`config.mk`:
```
export PLATFORM = sky130hd
export DESIGN_NAME = chim_hash
export DESIGN_NICKNAME = d
export VERILOG_FILES = /design/src/design/chim_pkg.sv /design/src/design/chim_hash.sv
export SDC_FILE = /design/constraint.sdc
export NUM_CORES = 2
export LEC_CHECK = 0
export BUFFER_PORTS_ARGS = -buffer_cell sky130_fd_sc_hd__buf_2
export CAP_MARGIN = 20
export CORE_AREA = 2 2 266 268
export DETAILED_ROUTE_END_ITERATION = 6
export DIE_AREA = 0 0 268 270
export PLACE_DENSITY = 0.69
export SKIP_LAST_GASP = 1
export SLEW_MARGIN = 15
export SYNTH_ARGS = -nofsm -noshare
export SYNTH_HDL_FRONTEND = slang
export SYNTH_SLANG_ARGS = --single-unit
```
`constraint.sdc`:
```
create_clock -name clk -period 14 [get_ports clk]
set_input_delay 2.8 -clock clk [delete_from_list [all_inputs] [get_ports clk]]
set_output_delay 2.8 -clock clk [all_outputs]
set_load 0.03 [all_outputs]
```
`src/design/chim_pkg.sv`:
```
// shared types, constants and codes of the coordinate hash index map
`timescale 1ns / 1ps
`default_nettype none

package chim_pkg;

    localparam int TABLE_SLOTS = 1024;
    localparam int SLOT_W      = $clog2(TABLE_SLOTS);
    localparam int GEN_BITS    = 16;
    localparam int KEY_W       = 64;
    localparam int INDEX_W     = 10;
    localparam int COUNT_W     = 11;
    localparam int COORD_W     = 26;
    localparam int Y_W         = 12;
    localparam int CMD_W       = 2;
    localparam int STATUS_W    = 3;

    // an insert that would bring the load above 70 percent is refused
    localparam logic [COUNT_W-1:0] FULL_COUNT = COUNT_W'((TABLE_SLOTS * 7 + 9) / 10 - 1);

    localparam logic [SLOT_W-1:0]   SLOT_LAST = SLOT_W'(TABLE_SLOTS - 1);
    localparam logic [GEN_BITS-1:0] GEN_LAST  = '1;
    localparam logic [GEN_BITS-1:0] GEN_FIRST = GEN_BITS'(1);

    // splitmix64 finalizer multipliers
    localparam logic [KEY_W-1:0] MIX_MUL_A = 64'hbf58476d1ce4e5b9;
    localparam logic [KEY_W-1:0] MIX_MUL_B = 64'h94d049bb133111eb;

    // commands
    localparam logic [CMD_W-1:0] CMD_CLEAR  = 2'd0;
    localparam logic [CMD_W-1:0] CMD_LOOKUP = 2'd1;
    localparam logic [CMD_W-1:0] CMD_INSERT = 2'd2;

    // result status codes
    localparam logic [STATUS_W-1:0] STS_FOUND    = 3'd0;
    localparam logic [STATUS_W-1:0] STS_INSERTED = 3'd1;
    localparam logic [STATUS_W-1:0] STS_ABSENT   = 3'd2;
    localparam logic [STATUS_W-1:0] STS_FULL     = 3'd3;
    localparam logic [STATUS_W-1:0] STS_CLEARED  = 3'd4;

    typedef logic [KEY_W-1:0]    key_t;
    typedef logic [SLOT_W-1:0]   slot_t;
    typedef logic [GEN_BITS-1:0] gen_t;
    typedef logic [INDEX_W-1:0]  index_t;
    typedef logic [COUNT_W-1:0]  count_t;

    typedef struct packed {
        key_t   key;
        index_t idx;
        gen_t   tag;
    } entry_t;

    typedef struct packed {
        logic   en;
        slot_t  addr;
        entry_t data;
    } store_wr_t;

    typedef struct packed {
        logic  start;
        key_t  key;
    } hash_req_t;

    typedef struct packed {
        logic  done;
        slot_t slot;
    } hash_rsp_t;

endpackage

`default_nettype wire

```
`src/design/chim_hash.sv`:
```
// splitmix64 finalizer on one shared 32x32 multiplier, giving the home slot
`timescale 1ns / 1ps
`default_nettype none

module chim_hash
    import chim_pkg::*;
(
    input  wire logic      clk,
    input  wire logic      rst_n,
    input  wire hash_req_t req,
    output hash_rsp_t      rsp
);

    localparam logic [1:0] STEP_LO   = 2'd0;
    localparam logic [1:0] STEP_HI_A = 2'd1;
    localparam logic [1:0] STEP_HI_B = 2'd2;

    logic        busy_reg;
    logic        phase_reg;
    logic [1:0]  step_reg;
    key_t        opnd_reg;
    key_t        acc_reg;
    logic        done_reg;
    slot_t       slot_reg;

    key_t        mul_const;
    logic [31:0] mul_a;
    logic [31:0] mul_b;
    logic [63:0] prod;
    key_t        acc_next;
    key_t        mix_a;
    key_t        mix_b;

    assign mul_const = phase_reg ? MIX_MUL_B : MIX_MUL_A;

    // low 64 bits of a 64x64 product as three 32x32 partial products
    always_comb
    begin
        mul_a    = opnd_reg[31:0];
        mul_b    = mul_const[31:0];
        acc_next = acc_reg;
        case (step_reg)
            STEP_LO:
            begin
                mul_a = opnd_reg[31:0];
                mul_b = mul_const[31:0];
            end
            STEP_HI_A:
            begin
                mul_a = opnd_reg[63:32];
                mul_b = mul_const[31:0];
            end
            STEP_HI_B:
            begin
                mul_a = opnd_reg[31:0];
                mul_b = mul_const[63:32];
            end
            default:
            begin
                mul_a = opnd_reg[31:0];
                mul_b = mul_const[31:0];
            end
        endcase
        prod = {32'b0, mul_a} * {32'b0, mul_b};
        if (step_reg == STEP_LO)
        begin
            acc_next = prod;
        end
        else
        begin
            acc_next = acc_reg + {prod[31:0], 32'b0};
        end
    end

    assign mix_a = acc_next ^ (acc_next >> 27);
    assign mix_b = acc_next ^ (acc_next >> 31);

    always_ff @(posedge clk or negedge rst_n)
    begin
        if (!rst_n)
        begin
            busy_reg  <= 1'b0;
            phase_reg <= 1'b0;
            step_reg  <= STEP_LO;
            done_reg  <= 1'b0;
        end
        else
        begin
            done_reg <= 1'b0;
            if (req.start)
            begin
                busy_reg  <= 1'b1;
                phase_reg <= 1'b0;
                step_reg  <= STEP_LO;
            end
            else if (busy_reg)
            begin
                if (step_reg == STEP_HI_B)
                begin
                    step_reg <= STEP_LO;
                    if (phase_reg)
                    begin
                        busy_reg <= 1'b0;
                        done_reg <= 1'b1;
                    end
                    else
                    begin
                        phase_reg <= 1'b1;
                    end
                end
                else
                begin
                    step_reg <= step_reg + 2'd1;
                end
            end
        end
    end

    always_ff @(posedge clk)
    begin
        if (req.start)
        begin
            opnd_reg <= req.key ^ (req.key >> 30);
        end
        else if (busy_reg)
        begin
            acc_reg <= acc_next;
            if (step_reg == STEP_HI_B)
            begin
                if (phase_reg)
                begin
                    slot_reg <= mix_b[SLOT_W-1:0];
                end
                else
                begin
                    opnd_reg <= mix_a;
                end
            end
        end
    end

    assign rsp.done = done_reg;
    assign rsp.slot = slot_reg;

endmodule

`default_nettype wire

```
==> impl_metrics.yaml <==
run_status:
  status: "complete, no violations"
routing:
  ant_nets: 0
  routed_wl_um: 131000
  drc: 0
  vias_per_cell: 5.75
  drtIter0Drc: 2912
  wl_per_cell_um: 27.0
  first_pass_iters: 6
  vias: 28000
worst_setup_path:
  cp.arrival_ns: 12.03
  crit_family: "adder cells"
  critPathKind: "reg2reg"
  start_kind: "register"
  worstReg2RegStart: "step_reg[0]"
  worstRegToRegCells: 39
  cp_slowest_cell: "xor2_1"
  path_max_fanout: 13
  max_stage_delay_ns: 0.69
  reg2reg_slack_ns: 2.14
  setup.worst_path.end_class: "register"
  path_buf_inv: 8
  rr_endpoint: "opnd_reg[34]"
  path_common_cell: "inv_1"
  cp.required_ns: 14.17
floorplan:
  core_area_mm2: 0.0695
  start_util_pct: 54.4
  die-area_mm2: 0.0724
  dieHeight_um: 270
  pin_count: 78
  die_w_um: 268
  rows: 97
yosys:
  synth_edf_count: 138
  ys_warn_count: 0
  netlist-cell-type-count: 82
  syn_inst: 3891
  ys_top_cells_by_count: "1017 x inv_1, 823 x fa_1, 362 x ha_1"
  ys_seq_area_share_pct: 11.3
  synth_area_per_cell_um2: 9.72
  netlist_area_mm2: 0.0378
  yosys_most_used_dff: "edfxtp_1"
  syn-num-nets: 5143
  synth.most_common_cell: "inv_1"
  synth-async-reset-ratio_pct: 3.50
  synth-seq-cells: 143
  synthTopCellsByArea: "fa_1 44%, ha_1 12%, edfxtp_1 11%"
  synth.largest_area_cell: "fa_1"
  yosysTopAreaCellShare_pct: 43.6
placed_design:
  io_buffers: 77
  gp_congestion: 1.06
  dpl.hpwl_um: 116000
sta:
  setup_violations: 0
  max_freq_ghz: 0.0843
  slew_viol_final: 0
  min_period_ns: 11.86
  hold_violations: 0
  worst_slew_pin_slew_ns: 1.16
  max_slew_margin_pct: 20.4
  rsz0062_at_grt: "false"
  fin_skew_ns: 0.0133
  finalSetupTns_ns: 0
  period_share_pct: 84.7
global_routing:
  antenna_found_initial: 2
  grt_pass1_vias: 29200
  grt_max_degree: 69
  grt_usage_pct: 37.8
  grt_pass1_wl_um: 195000
  gr-total-overflow: 0
clock_network:
  hold_buffers: 0
  clk_latency_ns: 0.44
  ctsResizeCount: 0
  numCtsBuffers: 17
  cts_max_path_buffers: 2
  cts_tree: "built"
  cts_setup_buffers: 0
  clock_sinks: 143
  path_clk_slew_ns: 0.07
  cts_root_buf: "clkbuf_16"
  htreeDepth: 4
layout:
  drive_gt1_share_pct: 6.01
  nets: 5164
  syn_to_final_growth_pct: 5.29
min_path:
  hold_path.class: "reg2reg"
  hold_start: "acc_reg[11]"
  hold-path-endpoint: "acc_reg[11]"
  min_path_cells: 2
flow_run:
  drv_cap: 0
stage by stage:
step                setup slack (ns)  hold WS (ns)  area (um^2)  util, %  instances
CTS                             2.39         0.569        39800     57.3       4864
global placement                2.35         0.546        39200     56.4       4831
detailed placement              2.45         0.552        39300     56.5       4832
finish                          2.14         0.567        39800     57.3       4868
floorplan                       3.87         0.530        37800        -       3891
global route                    1.77         0.590        39800     57.3       4865
layout by cell type, fill, tap and decap left out, types with 25 or more instances in the layout:
cell type	Yosys	final
nand4_1	33	33
fa_1	823	823
edfxtp_1	138	138
buf_2	14	76
nor2_1	286	283
mux2i_1	30	27
inv_1	1017	1017
a21o_1	38	38
a21oi_1	121	121
nand2_1	327	327
o21ai_0	85	85
xnor2_1	104	104
buf_4	3	28
mux2_2	50	50
nor3_1	25	25
xor2_1	62	62
ha_1	362	362
final cells by class:
cell class	instances	area, um^2
flip-flops and latches	143	4270
repair buffers	107	631
clock buffers	19	443
multi-input cells	2623	29400
well taps	940	1180
diodes	3	7.51
clock inverters	13	105
fillers	6374	29700
inverters	1020	3830
metal layers:
layer | share of wire (%) | vias to the layer above | track usage [%] | wire, um
met5 | 0.017 | - | 0 | 23
met4 | 6.2 | 4 | 18.8 | 8160
met3 | 9.5 | 332 | 8.23 | 12500
met2 | 45 | 1512 | 58.2 | 59800
met1 | 39 | 14100 | 50.8 | 51000
li1 | - | 12000 | - | -
kinds of logic after synthesis:
logic type	Yosys count	share of synthesized area, %
AO/OA/AOI/OAI	403	6.87
XOR/XNOR	167	3.90
adder cells (fa/ha/maj)	1185	55.5
buffers and inverters	1125	11.2
flip-flops	143	11.3
multiplexers	81	2.32
other	1	0.00991
AND/OR/NAND/NOR	786	8.85
worst min-delay path: cells and delay by family, from the launching register on:
family / cells / cell delay, ns
flops: 1 / 0.32
simple gates: 2 / 0.13
how the worst max path moves through the flow:
| stage | cells after the start | slack (ns) | end | startpoint |
|---|---|---|---|---|
| floorplan | 37 | 3.87 | opnd_reg[62] | step_reg[0] |
| global placement | 35 | 2.35 | opnd_reg[62] | step_reg[0] |
| detailed placement | 35 | 2.45 | opnd_reg[34] | step_reg[0] |
| CTS | 35 | 2.39 | opnd_reg[34] | step_reg[0] |
| global route | 39 | 1.77 | opnd_reg[34] | step_reg[0] |
| finish | 39 | 2.14 | opnd_reg[34] | step_reg[0] |
Power is left out: the tool's default activity adds up to more than one toggle a clock period on the data nets, which glitch-free logic cannot reach.
